==> src/sv/rwlo_pkg.sv <==
package rwlo_pkg;

  // Defaults for the top level parameters
  localparam int DEF_RING_DEPTH = 10;
  localparam int DEF_SIZE_BITS  = 16;

  // Fixed field widths of the channels
  localparam int HANDLE_W   = 32;
  localparam int IN_SIZE_W  = 16;
  localparam int OFF_W      = 20;
  localparam int OUT_SIZE_W = 16;
  localparam int SLOT_W     = 6;

  // Command codes
  localparam logic CMD_APPEND = 1'b0;
  localparam logic CMD_LOCATE = 1'b1;

  typedef enum logic [1:0] {
    STATUS_APPENDED = 2'd0,
    STATUS_FOUND    = 2'd1,
    STATUS_BEYOND   = 2'd2
  } status_e;

  typedef enum logic [1:0] {
    ST_IDLE,
    ST_WALK,
    ST_FIN
  } state_e;

endpackage

==> src/sv/rwlo_if.sv <==
interface rwlo_cmd_if;
  import rwlo_pkg::*;

  logic                  valid;
  logic                  ready;
  logic                  cmd;
  logic [HANDLE_W-1:0]   record_handle;
  logic [IN_SIZE_W-1:0]  record_size;
  logic [OFF_W-1:0]      byte_offset;

  modport source (output valid, cmd, record_handle, record_size, byte_offset, input ready);
  modport sink   (input valid, cmd, record_handle, record_size, byte_offset, output ready);
endinterface

interface rwlo_res_if;
  import rwlo_pkg::*;

  logic                  valid;
  logic                  ready;
  logic [1:0]            status;
  logic [HANDLE_W-1:0]   found_handle;
  logic [OUT_SIZE_W-1:0] found_size;
  logic [OUT_SIZE_W-1:0] offset_in_record;
  logic [SLOT_W-1:0]     found_slot;

  modport source (output valid, status, found_handle, found_size, offset_in_record, found_slot,
                  input ready);
  modport sink   (input valid, status, found_handle, found_size, offset_in_record, found_slot,
                  output ready);
endinterface

==> src/sv/rwlo_ring_mem.sv <==
module rwlo_ring_mem #(
  parameter int RING_DEPTH = rwlo_pkg::DEF_RING_DEPTH,
  parameter int SIZE_BITS  = rwlo_pkg::DEF_SIZE_BITS,
  parameter int POS_W      = $clog2(RING_DEPTH)
) (
  input  logic                          clk_i,
  input  logic                          we_i,
  input  logic [POS_W-1:0]              waddr_i,
  input  logic [rwlo_pkg::HANDLE_W-1:0] whandle_i,
  input  logic [SIZE_BITS-1:0]          wsize_i,
  input  logic [POS_W-1:0]              raddr_i,
  output logic [rwlo_pkg::HANDLE_W-1:0] rhandle_o,
  output logic [SIZE_BITS-1:0]          rsize_o
);
  import rwlo_pkg::*;

  logic [HANDLE_W-1:0]  handle_mem [RING_DEPTH];
  logic [SIZE_BITS-1:0] size_mem   [RING_DEPTH];

  // Store a record at the write slot
  always_ff @(posedge clk_i) begin
    if (we_i) begin
      handle_mem[waddr_i] <= whandle_i;
      size_mem[waddr_i]   <= wsize_i;
    end
  end

  // Registered read of one record per cycle
  always_ff @(posedge clk_i) begin
    rhandle_o <= handle_mem[raddr_i];
    rsize_o   <= size_mem[raddr_i];
  end

endmodule

==> src/sv/rwlo_span_unit.sv <==
module rwlo_span_unit #(
  parameter int SIZE_BITS = rwlo_pkg::DEF_SIZE_BITS,
  parameter int BASE_W    = rwlo_pkg::DEF_SIZE_BITS + 4
) (
  input  logic [BASE_W-1:0]               base_i,
  input  logic [SIZE_BITS-1:0]            size_i,
  input  logic [rwlo_pkg::OFF_W-1:0]      offset_i,
  output logic [BASE_W-1:0]               sum_o,
  output logic                            hit_o,
  output logic [rwlo_pkg::OUT_SIZE_W-1:0] rel_o
);
  import rwlo_pkg::*;

  localparam int CMP_W = (BASE_W > OFF_W) ? BASE_W : OFF_W;

  logic [CMP_W-1:0] diff;

  // End of this record's span, and whether the offset falls before it
  assign sum_o = base_i + BASE_W'(size_i);
  assign hit_o = CMP_W'(offset_i) < CMP_W'(sum_o);

  // Position inside the record, valid when the offset is at or past base
  assign diff  = CMP_W'(offset_i) - CMP_W'(base_i);
  assign rel_o = diff[OUT_SIZE_W-1:0];

endmodule

==> src/sv/ring_write_log_offset_locate.sv <==
// Ring of write records with byte offset lookup.
// cmd_i carries one command word: append stores record_handle and
// record_size at the write slot (the oldest record is overwritten once the
// ring is full); locate searches for byte_offset across the stored records,
// oldest first. res_o returns one result word per command: status, and for
// a hit the record's handle, size, offset inside it and ring slot.
// Timing: cmd_i.ready is high only while the sequencer is idle. An append
// passes through the finish state to the output register, and a new
// command is taken only once the sequencer is idle again. A locate walks
// the stored records oldest first up to the hit before its finish state,
// visiting all valid records (at most RING_DEPTH) on a miss; the add/compare
// unit checks one record per cycle during the walk, fed by the single read
// port of the record memory.
// The result sits in an output register; a new command is accepted while it
// waits, and the sequencer holds its next result until res_o.ready frees the
// register.
// Reset empties the ring (write and read slots zero, not full) and drops any
// pending result. Record storage itself is not cleared.
module ring_write_log_offset_locate #(
  parameter int RING_DEPTH = rwlo_pkg::DEF_RING_DEPTH,
  parameter int SIZE_BITS  = rwlo_pkg::DEF_SIZE_BITS
) (
  input  logic       clk_i,
  input  logic       rst_ni,
  rwlo_cmd_if.sink   cmd_i,
  rwlo_res_if.source res_o
);
  import rwlo_pkg::*;

  localparam int POS_W  = $clog2(RING_DEPTH);
  localparam int CNT_W  = $clog2(RING_DEPTH + 1);
  localparam int BASE_W = SIZE_BITS + CNT_W;

  state_e state_q, state_d;
  logic [POS_W-1:0] wp_q, wp_d, rp_q, rp_d, idx_q, idx_d;
  logic             full_q, full_d;
  logic [CNT_W-1:0] cnt_q, cnt_d;
  logic [BASE_W-1:0] base_q, base_d;
  logic [OFF_W-1:0]  off_q, off_d;

  status_e               res_status_q, res_status_d;
  logic [HANDLE_W-1:0]   res_handle_q, res_handle_d;
  logic [OUT_SIZE_W-1:0] res_size_q, res_size_d;
  logic [OUT_SIZE_W-1:0] res_offs_q, res_offs_d;
  logic [SLOT_W-1:0]     res_slot_q, res_slot_d;

  logic                  out_valid_q, out_valid_d;
  status_e               out_status_q;
  logic [HANDLE_W-1:0]   out_handle_q;
  logic [OUT_SIZE_W-1:0] out_size_q;
  logic [OUT_SIZE_W-1:0] out_offs_q;
  logic [SLOT_W-1:0]     out_slot_q;

  logic                  cmd_acc, out_free, out_load, mem_we;
  logic [POS_W-1:0]      wp_next, rp_next, idx_next, rd_addr;
  logic [CNT_W-1:0]      live_cnt;
  logic [SIZE_BITS-1:0]  size_in, rd_size;
  logic [HANDLE_W-1:0]   rd_handle;
  logic [OUT_SIZE_W-1:0] rd_size16, span_rel;
  logic [BASE_W-1:0]     span_sum;
  logic                  span_hit;

  assign cmd_i.ready = (state_q == ST_IDLE);
  assign cmd_acc     = cmd_i.valid && cmd_i.ready;
  assign out_free    = !out_valid_q || res_o.ready;
  assign out_load    = (state_q == ST_FIN) && out_free;

  // Fit the incoming size to the stored width, and the stored size to the output
  if (SIZE_BITS >= IN_SIZE_W) begin : g_size_in_ext
    assign size_in = SIZE_BITS'(cmd_i.record_size);
  end else begin : g_size_in_cut
    assign size_in = cmd_i.record_size[SIZE_BITS-1:0];
  end
  if (SIZE_BITS >= OUT_SIZE_W) begin : g_size_out_cut
    assign rd_size16 = rd_size[OUT_SIZE_W-1:0];
  end else begin : g_size_out_ext
    assign rd_size16 = OUT_SIZE_W'(rd_size);
  end

  // Advance ring positions with wrap
  assign wp_next  = (wp_q == POS_W'(RING_DEPTH - 1)) ? '0 : wp_q + POS_W'(1);
  assign rp_next  = (rp_q == POS_W'(RING_DEPTH - 1)) ? '0 : rp_q + POS_W'(1);
  assign idx_next = (idx_q == POS_W'(RING_DEPTH - 1)) ? '0 : idx_q + POS_W'(1);

  // Number of valid records
  always_comb begin
    if (full_q) begin
      live_cnt = CNT_W'(RING_DEPTH);
    end else if (wp_q >= rp_q) begin
      live_cnt = CNT_W'(wp_q) - CNT_W'(rp_q);
    end else begin
      live_cnt = CNT_W'(wp_q) + CNT_W'(RING_DEPTH) - CNT_W'(rp_q);
    end
  end

  // Read the oldest record on acceptance, then the next one during the walk
  assign rd_addr = (state_q == ST_WALK) ? idx_next : rp_q;

  rwlo_ring_mem #(
    .RING_DEPTH (RING_DEPTH),
    .SIZE_BITS  (SIZE_BITS),
    .POS_W      (POS_W)
  ) u_mem (
    .clk_i     (clk_i),
    .we_i      (mem_we),
    .waddr_i   (wp_q),
    .whandle_i (cmd_i.record_handle),
    .wsize_i   (size_in),
    .raddr_i   (rd_addr),
    .rhandle_o (rd_handle),
    .rsize_o   (rd_size)
  );

  rwlo_span_unit #(
    .SIZE_BITS (SIZE_BITS),
    .BASE_W    (BASE_W)
  ) u_span (
    .base_i   (base_q),
    .size_i   (rd_size),
    .offset_i (off_q),
    .sum_o    (span_sum),
    .hit_o    (span_hit),
    .rel_o    (span_rel)
  );

  // Sequencer: next state, ring update and walk
  always_comb begin
    state_d      = state_q;
    wp_d         = wp_q;
    rp_d         = rp_q;
    full_d       = full_q;
    idx_d        = idx_q;
    cnt_d        = cnt_q;
    base_d       = base_q;
    off_d        = off_q;
    res_status_d = res_status_q;
    res_handle_d = res_handle_q;
    res_size_d   = res_size_q;
    res_offs_d   = res_offs_q;
    res_slot_d   = res_slot_q;
    mem_we       = 1'b0;
    unique case (state_q)
      ST_IDLE: begin
        if (cmd_acc) begin
          res_handle_d = '0;
          res_size_d   = '0;
          res_offs_d   = '0;
          res_slot_d   = '0;
          if (cmd_i.cmd == CMD_APPEND) begin
            mem_we       = 1'b1;
            rp_d         = full_q ? rp_next : rp_q;
            wp_d         = wp_next;
            if (wp_next == rp_d) begin
              full_d = 1'b1;
            end
            res_status_d = STATUS_APPENDED;
            state_d      = ST_FIN;
          end else begin
            idx_d   = rp_q;
            base_d  = '0;
            off_d   = cmd_i.byte_offset;
            cnt_d   = live_cnt;
            state_d = ST_WALK;
          end
        end
      end
      ST_WALK: begin
        if (cnt_q == '0) begin
          res_status_d = STATUS_BEYOND;
          state_d      = ST_FIN;
        end else if (span_hit) begin
          res_status_d = STATUS_FOUND;
          res_handle_d = rd_handle;
          res_size_d   = rd_size16;
          res_offs_d   = span_rel;
          res_slot_d   = SLOT_W'(idx_q);
          state_d      = ST_FIN;
        end else begin
          base_d = span_sum;
          idx_d  = idx_next;
          cnt_d  = cnt_q - CNT_W'(1);
        end
      end
      ST_FIN: begin
        if (out_free) begin
          state_d = ST_IDLE;
        end
      end
      default: begin
        state_d = ST_IDLE;
      end
    endcase
  end

  // Hold control state
  always_ff @(posedge clk_i or negedge rst_ni) begin
    if (!rst_ni) begin
      state_q     <= ST_IDLE;
      wp_q        <= '0;
      rp_q        <= '0;
      full_q      <= 1'b0;
      cnt_q       <= '0;
      out_valid_q <= 1'b0;
    end else begin
      state_q     <= state_d;
      wp_q        <= wp_d;
      rp_q        <= rp_d;
      full_q      <= full_d;
      cnt_q       <= cnt_d;
      out_valid_q <= out_valid_d;
    end
  end

  // Hold walk and result payload
  always_ff @(posedge clk_i) begin
    idx_q        <= idx_d;
    base_q       <= base_d;
    off_q        <= off_d;
    res_status_q <= res_status_d;
    res_handle_q <= res_handle_d;
    res_size_q   <= res_size_d;
    res_offs_q   <= res_offs_d;
    res_slot_q   <= res_slot_d;
    if (out_load) begin
      out_status_q <= res_status_q;
      out_handle_q <= res_handle_q;
      out_size_q   <= res_size_q;
      out_offs_q   <= res_offs_q;
      out_slot_q   <= res_slot_q;
    end
  end

  // Fill the output register, drop the word once taken
  always_comb begin
    if (out_load) begin
      out_valid_d = 1'b1;
    end else if (res_o.ready) begin
      out_valid_d = 1'b0;
    end else begin
      out_valid_d = out_valid_q;
    end
  end

  assign res_o.valid            = out_valid_q;
  assign res_o.status           = out_status_q;
  assign res_o.found_handle     = out_handle_q;
  assign res_o.found_size       = out_size_q;
  assign res_o.offset_in_record = out_offs_q;
  assign res_o.found_slot       = out_slot_q;

  // A full ring has its read slot at the write slot
  a_full_aligned : assert property (@(posedge clk_i) disable iff (!rst_ni)
    full_q |-> (rp_q == wp_q))
    else $error("full ring with read and write slots apart");

  // The read slot only moves once the ring has filled
  a_rp_idle : assert property (@(posedge clk_i) disable iff (!rst_ni)
    !full_q |-> (rp_q == '0))
    else $error("read slot moved before ring was full");

  // Walk never visits more records than the ring holds
  a_cnt_bound : assert property (@(posedge clk_i) disable iff (!rst_ni)
    (state_q == ST_WALK) |-> (cnt_q <= CNT_W'(RING_DEPTH)))
    else $error("walk count beyond ring depth");

  // An accepted locate starts the walk
  a_locate_walk : assert property (@(posedge clk_i) disable iff (!rst_ni)
    (cmd_acc && (cmd_i.cmd == CMD_LOCATE)) |=> (state_q == ST_WALK))
    else $error("locate did not start the walk");

endmodule

==> src/flat_wrapper.sv <==
// flat-port wrapper written by rule: the top's interface ports become plain ports
module ring_write_log_offset_locate_flat import rwlo_pkg::*;
#(
  parameter int RING_DEPTH = rwlo_pkg::DEF_RING_DEPTH,
  parameter int SIZE_BITS  = rwlo_pkg::DEF_SIZE_BITS
)
  (clk_i, rst_ni, cmd_i_valid, cmd_i_cmd, cmd_i_record_handle, cmd_i_record_size, cmd_i_byte_offset, cmd_i_ready, res_o_valid, res_o_status, res_o_found_handle, res_o_found_size, res_o_offset_in_record, res_o_found_slot, res_o_ready);
  rwlo_cmd_if cmd_i_i ();
  rwlo_res_if res_o_i ();
  input  logic clk_i;
  input  logic rst_ni;
  input wire logic [$bits(cmd_i_i.valid)-1:0] cmd_i_valid;
  input wire logic [$bits(cmd_i_i.cmd)-1:0] cmd_i_cmd;
  input wire logic [$bits(cmd_i_i.record_handle)-1:0] cmd_i_record_handle;
  input wire logic [$bits(cmd_i_i.record_size)-1:0] cmd_i_record_size;
  input wire logic [$bits(cmd_i_i.byte_offset)-1:0] cmd_i_byte_offset;
  output wire logic [$bits(cmd_i_i.ready)-1:0] cmd_i_ready;
  output wire logic [$bits(res_o_i.valid)-1:0] res_o_valid;
  output wire logic [$bits(res_o_i.status)-1:0] res_o_status;
  output wire logic [$bits(res_o_i.found_handle)-1:0] res_o_found_handle;
  output wire logic [$bits(res_o_i.found_size)-1:0] res_o_found_size;
  output wire logic [$bits(res_o_i.offset_in_record)-1:0] res_o_offset_in_record;
  output wire logic [$bits(res_o_i.found_slot)-1:0] res_o_found_slot;
  input wire logic [$bits(res_o_i.ready)-1:0] res_o_ready;
  assign cmd_i_i.valid = cmd_i_valid;
  assign cmd_i_i.cmd = cmd_i_cmd;
  assign cmd_i_i.record_handle = cmd_i_record_handle;
  assign cmd_i_i.record_size = cmd_i_record_size;
  assign cmd_i_i.byte_offset = cmd_i_byte_offset;
  assign cmd_i_ready = cmd_i_i.ready;
  assign res_o_valid = res_o_i.valid;
  assign res_o_status = res_o_i.status;
  assign res_o_found_handle = res_o_i.found_handle;
  assign res_o_found_size = res_o_i.found_size;
  assign res_o_offset_in_record = res_o_i.offset_in_record;
  assign res_o_found_slot = res_o_i.found_slot;
  assign res_o_i.ready = res_o_ready;
  ring_write_log_offset_locate #(.RING_DEPTH(RING_DEPTH), .SIZE_BITS(SIZE_BITS)) u_core (.clk_i(clk_i), .rst_ni(rst_ni), .cmd_i(cmd_i_i), .res_o(res_o_i));
endmodule
==> config.mk <==
export PLATFORM = sky130hd
export DESIGN_NAME = ring_write_log_offset_locate_flat
export DESIGN_NICKNAME = d
export VERILOG_FILES = /design/src/sv/rwlo_pkg.sv /design/src/sv/rwlo_if.sv /design/src/sv/rwlo_ring_mem.sv /design/src/sv/rwlo_span_unit.sv /design/src/sv/ring_write_log_offset_locate.sv /design/src/flat_wrapper.sv
export SDC_FILE = /design/constraint.sdc
export NUM_CORES = 1
export LEC_CHECK = 0
export BUFFER_PORTS_ARGS = -buffer_cell sky130_fd_sc_hd__clkbuf_2
export CORE_MARGIN = 2
export CORE_UTILIZATION = 60
export CTS_CLUSTER_SIZE = 28
export DETAILED_ROUTE_END_ITERATION = 6
export PLACE_DENSITY = 0.78
export SLEW_MARGIN = 5
export SYNTH_ARGS = -nofsm -noshare
export SYNTH_HDL_FRONTEND = slang
export SYNTH_SLANG_ARGS = --single-unit
==> constraint.sdc <==
create_clock -name clk_i -period 7.2 [get_ports clk_i]
set_input_delay 1.44 -clock clk_i [delete_from_list [all_inputs] [get_ports clk_i]]
set_output_delay 1.44 -clock clk_i [all_outputs]
set_load 0.03 [all_outputs]
After elaboration in Yosys (flattened, before gate mapping)

Memories as Yosys holds them, arrays and structs flattened. A register that Yosys moved wholly into a read port is not among the register bits.
Index checks and enable logic that the tools add are counted.

Add/subtract/negate cells: 9
$mul: 0
Div/mod/pow operators: 0
Magnitude comparators: 2
Equality and inequality tests: 14
Shift-type cells: 0
Mux-type cells: 55
Bitwise logic cells: 1
Reductions and logical operators: 15

Operator list:

| operator                                                       | count |
|---|---|
| 32-bit two-way mux                                             | 3 |
| 16-bit two-way mux                                             | 5 |
| 20-bit two-way mux                                             | 4 |
| 16-bit one-hot mux with 2 select lines                         | 2 |
| 32-bit one-hot mux with 2 select lines                         | 1 |
| 4-bit two-way mux                                              | 15 |
| 20-bit one-hot mux with 2 select lines                         | 1 |
| 20-bit by 16-bit adder with 20-bit output                      | 1 |
| 20-bit < comparator                                            | 1 |
| 2-bit two-way mux                                              | 9 |
| 6-bit two-way mux                                              | 3 |
| 4-bit one-hot mux with 2 select lines                          | 2 |
| 16-bit subtractor                                              | 1 |
| 4-bit by 1-bit adder with 4-bit output (second input constant) | 3 |
| 4-bit == test (second input constant)                          | 3 |
| 6-bit one-hot mux with 2 select lines                          | 1 |
| 4-bit AND reduction                                            | 3 |
| 2-bit != test (second input constant)                          | 5 |
| 3-bit AND reduction                                            | 3 |
| 4-bit subtractor                                               | 2 |
| 1-bit two-way mux                                              | 7 |
| 2-bit one-hot mux with 3 select lines                          | 1 |
| 5-bit AND reduction                                            | 1 |
| 4-bit adder (second input constant)                            | 1 |
| 15 further kinds                                               | 18 |

Register bits: 204
Latch bits: 0
RAM bits: 480
ROM bits: 0
Input port bits: 73
Output and inout port bits: 74
Word-level logic and storage cells: 117
Memories: 2

Memory list:

| memory                  | words | bits a word | read ports | clocked after memory_dff | write ports | RTL line            | RTL |
|---|---|---|---|---|---|---|---|
| u_core.u_mem.handle_mem | 10    | 32          | 1          | 1                        | 1           | rwlo_ring_mem.sv:17 | `logic [HANDLE_W-1:0] handle_mem [RING_DEPTH];` |
| u_core.u_mem.size_mem   | 10    | 16          | 1          | 1                        | 1           | rwlo_ring_mem.sv:18 | `logic [SIZE_BITS-1:0] size_mem [RING_DEPTH];` |

Depth between registers and ports, before layout

Word-level depth: 7
Mapped depth: 16
Depth with buffers taken out: 16

By module

A second synthesis with hierarchy kept.

Cell total of the unflattened synthesis: 1765
Area, all modules: 29331.9 um^2

Modules (own cells, without submodules):

| module                       | times used | cells each | area an instance (um^2) | seq. area each (um^2) |
|---|---|---|---|---|
| rwlo_ring_mem                | 1          | 1038       | 19711.4                 | 15374.7 |
| ring_write_log_offset_locate | 1          | 459        | 7579.8                  | 5925.7 |
| rwlo_span_unit               | 1          | 268        | 2040.7                  | 0.0 |

Worst setup path before layout

Ideal clock, no wire load.

Path type: register to register
Start point: reg u_core.base_q[0]
End point: reg u_core.res_handle_q[0] (enable)
Library setup time: 495 ps
Data arrival time: 6031 ps
Data required time: 6705 ps
Slack: 674 ps
Stages on the path, launching flop included: 17
Path buffers: 0
Period minus slack after synthesis: 6526 ps
Cell sequence: edfxtp_1 > ha_1 > fa_1 > a211oi_1 > o21bai_1 > a21oi_1 > o211ai_1 > a31oi_1 > o21ai_0 > and2_1 > ha_1 > nand4_1 > o211ai_1 > a221oi_1 > o21ai_1 > a2bb2oi_1 > nor2_1

Cells in the longest elaborated chain, start to end: 4

RTL lines:

| item                                               | RTL line                            | RTL |
|---|---|---|
| from (decl)                                        | ring_write_log_offset_locate.sv:38  | `logic [BASE_W-1:0] base_q, base_d;` |
| from (signal assigned)                             | ring_write_log_offset_locate.sv:217 | `base_q <= base_d;` |
| 20-bit by 16-bit adder with 20-bit output          | rwlo_span_unit.sv:19                | `assign sum_o = base_i + BASE_W'(size_i);` |
| 20-bit < comparator                                | rwlo_span_unit.sv:20                | `assign hit_o = CMP_W'(offset_i) < CMP_W'(sum_o);` |
| 2-bit by 1-bit != test with 1-bit output (no line) | n/a                                 |  |
| 4-bit AND reduction (no line)                      | n/a                                 |  |
| to (signal assigned)                               | ring_write_log_offset_locate.sv:220 | `res_handle_q <= res_handle_d;` |
| to (decl)                                          | ring_write_log_offset_locate.sv:42  | `logic [HANDLE_W-1:0] res_handle_q, res_handle_d;` |

Every way passes these cells.
A chain may end at the register's enable or synchronous reset.

Worst setup path in the final report

Start point: reg u_core.base_q[1]
End point: reg u_core.res_size_q[12] (enable)

Cells in the longest elaborated chain, start to end: 4

RTL lines:

| item                                               | RTL line                            | RTL |
|---|---|---|
| 20-bit by 16-bit adder with 20-bit output          | rwlo_span_unit.sv:19                |  |
| 20-bit < comparator                                | rwlo_span_unit.sv:20                |  |
| 2-bit by 1-bit != test with 1-bit output (no line) | n/a                                 |  |
| 4-bit AND reduction (no line)                      | n/a                                 |  |
| to (signal assigned)                               | ring_write_log_offset_locate.sv:221 | `res_size_q <= res_size_d;` |
| to (decl)                                          | ring_write_log_offset_locate.sv:43  | `logic [OUT_SIZE_W-1:0] res_size_q, res_size_d;` |

Every way passes these cells.

==> reports/metrics.cfg <==
[routing]
drt_pass1_iterations=6
avgViaCountPerCell=6.054
routed_wl_mm=61.82
via_count=17460
ant_nets=0
wl_per_cell_um=21.44
first_iter_violations=1812
drc=0

[layout]
nets=2341
nFillCells=3122
ff_latch_area_um2=21300
drive_gt1_share_pct=12.96
layout_commonest_cell=edfxtp_1
multi_input_area_um2=7087
layout_common_cells=edfxtp_1 (664), nand2_1 (418), clkbuf_2 (144)
final_area_um2=32570
area_growth_pct=12.61
final_util_pct=68.36

[placement]
port_buffers=144
hpwl_mm=33.86
place.gp.congestion=0.8709
postPlaceCellArea_um2=30240

[yosys]
ys_seq_area_share_pct=73.65
synth_edf_count=664
ys_types=59
syn_area_um2=28920
synth_cells=2080
async_flop_share_pct=2.198
syn_area_per_cell_um2=13.91
ys_warn_count=0
ys_ff_latch=728
synth_ff_type=edfxtp_1

[power]
pwr-share-seq_pct=38.9
finalPower_mw=15.17
ir_worst_vdd_v=0.0005103
pwr_density_cell_nw_per_um2=465.9
internal_power_mw=9.528
switching_share_pct=37.21
clockPowerShare_pct=24.2
power_switching_mw=5.646
p_leak_nw=11.54
combPwrFrac_pct=37.0

[floorplan]
core_area_um2=47650
die_y_um=223.6
io_pins=147
start_util_pct=60.70
fp-row-count=80
chipWidth_um=223.6
die-area_um2=49980

[timing]
rsz0062_at_grt=no
layout_worst_path_cycle_share_pct=69.18
hold_viol_final=0
setup_viol=0
worst_pin_slew_ns=1.204
finClkSkew_ns=0.03418
slew_viol_final=0
max_freq_ghz=0.2008
hold_slack_ns=0.4068
tns_ns=0
period_needed_ns=4.981
maxSlewHeadroom_pct=19.73

[run]
max_cap_violations=0

[grt]
grtUsageMet1_pct=32.82
met2_usage_pct=41.09
grt.busiest_layer=met2
grt_remaining_overflow=0
grtUsageTotal_pct=24.97
antenna_found_initial=11
grt_start_max_net_pins=241
grt_pass1_vias=17760
met3_usage_pct=4.538
grt_pass1_wl_mm=95.81

[clock_network]
postCtsSetupBuffers=0
tritoncts=yes
root_buffer=clkbuf_16
clk_pin_slew_ns=0.06
cts-htree-levels=3
post_cts_resized=0
clock_latency_ns=0.62
cts-buffers-inserted=71
cts_hold_buffers=0
clockBufferDepth=3
clock_sinks=728

[min_path]
worstHoldPathType=reg2reg

[outcome]
outcome=finished, final reports clean

[critical_path]
worst-path-max-fanout=41
worstPathArrival_ns=5.20
cp-start-kind=flop
cp-end-kind=flop
regToRegSetupSlack_ns=2.22
critPathRequiredTime_ns=7.42
critPathKind=reg2reg

## worst max-delay path, cell delays in order, from the launching register on
cell,delay [ns]
edfxtp_1,0.47
ha_1,0.34
a211oi_1,0.25
nor2_1,0.10
o31ai_1,0.63
o21ai_0,0.29
a31oi_1,0.26
xor2_1,0.13
ha_1,0.21
a21o_1,0.17
a21oi_1,0.18
o211ai_1,0.13
a221oi_1,0.27
o21ai_1,0.26
a2bb2oi_1,0.24
nor2_4,0.10
buf_4,0.51
## sequential cells by signal, summed over array words and instances, names as in the netlist, 4 cells and up
register                       flops
u_core.res_o.found_slot            4
u_core.res_handle_q               32
u_core.base_q                     20
u_core.cnt_q                       4
u_core.idx_q                       4
u_core.u_mem.size_mem            160
u_core.rp_q                        4
u_core.res_o.found_size           16
u_core.u_mem.handle_mem          320
u_core.res_o.found_handle         32
u_core.u_mem.rhandle_o            32
u_core.res_slot_q                  4
u_core.u_mem.rsize_o              16
u_core.res_size_q                 16
u_core.wp_q                        4
u_core.off_q                      20
u_core.res_o.offset_in_record     16
u_core.res_offs_q                 16
## final cells by class
cell class / instances / area share [%]
Tap cell: 615 / 2.363
Antenna cell: 8 / 0.06147
Clock buffer: 100 / 6.196
Sequential cell: 728 / 65.40
Timing Repair Buffer: 170 / 2.850
Multi-Input combinational cell: 1196 / 21.76
Inverter: 39 / 0.4648
Clock inverter: 28 / 0.9066
## power groups by stage
stage	Clock [mW]	Sequential, mW	Combinational (mW)
2_1_floorplan	0	6.10	3.94
3_3_place_gp	0	5.93	5.40
3_5_place_dp	0	5.97	5.55
4_1_cts	3.72	5.90	5.62
5_1_grt	3.88	5.97	6.24
6_report	3.67	5.90	5.61
## per-stage QoR
| step | setup WS, ns | instances |
|---|---|---|
| after global routing | 1.858 | 2881 |
| after detailed placement | 2.243 | 2748 |
| after global placement | 2.273 | 2748 |
| after floorplan | 0.6742 | 2081 |
| final | 2.219 | 2884 |
| after CTS | 2.235 | 2876 |
## kinds of logic after synthesis
family	after synthesis	synth area share [%]
AO/OA/AOI/OAI	332	8.250
XOR/XNOR	37	1.120
adder cells (fa/ha/maj)	62	2.812
buffers and inverters	157	2.275
flip-flops	728	73.65
multiplexers	3	0.1038
other	1	0.01297
AND/OR/NAND/NOR	760	11.78
## worst paths after layout
check | to | cells after the start | start
setup / recovery | u_core.res_size_q[12]$_SDFFCE_PN0P_ | 16 | u_core.base_q[1]$_SDFFCE_PN0P_
hold / removal | u_core.res_o.found_handle[29]$_DFFE_PP_ | 0 | u_core.res_handle_q[29]$_SDFFCE_PN0P_
setup reg to reg | u_core.res_size_q[12]$_SDFFCE_PN0P_ | 16 | u_core.base_q[1]$_SDFFCE_PN0P_
hold reg to reg | u_core.res_o.found_handle[29]$_DFFE_PP_ | 0 | u_core.res_handle_q[29]$_SDFFCE_PN0P_
max in group asynchronous | u_core.cnt_q[2]$_DFFE_PN0P_ | 1 | rst_ni
min in group asynchronous | u_core.state_q[0]$_DFFE_PN0P_ | 1 | rst_ni
## layer usage
layer	share of wire (%)	routed length (um)
met1	41	25160
met2	49	30280
met3	7.2	4451
met4	3.1	1907
met5	0.039	24
## synthesized netlist by cell type (all sizes together), types with 48 or more instances
master  count  area, um^2
nand2     418        1569
and2      101       631.9
a31oi      56       350.3
a311oi     99       867.1
nand3     114       570.6
nor2       64       240.2
buf        49       252.7
ha         57       713.2
clkbuf     69       259.0
dfxtp      48       960.9
edfxtp    664       19940
a211oi     52       390.4
Note: power is estimated with default switching activity, not from simulation.
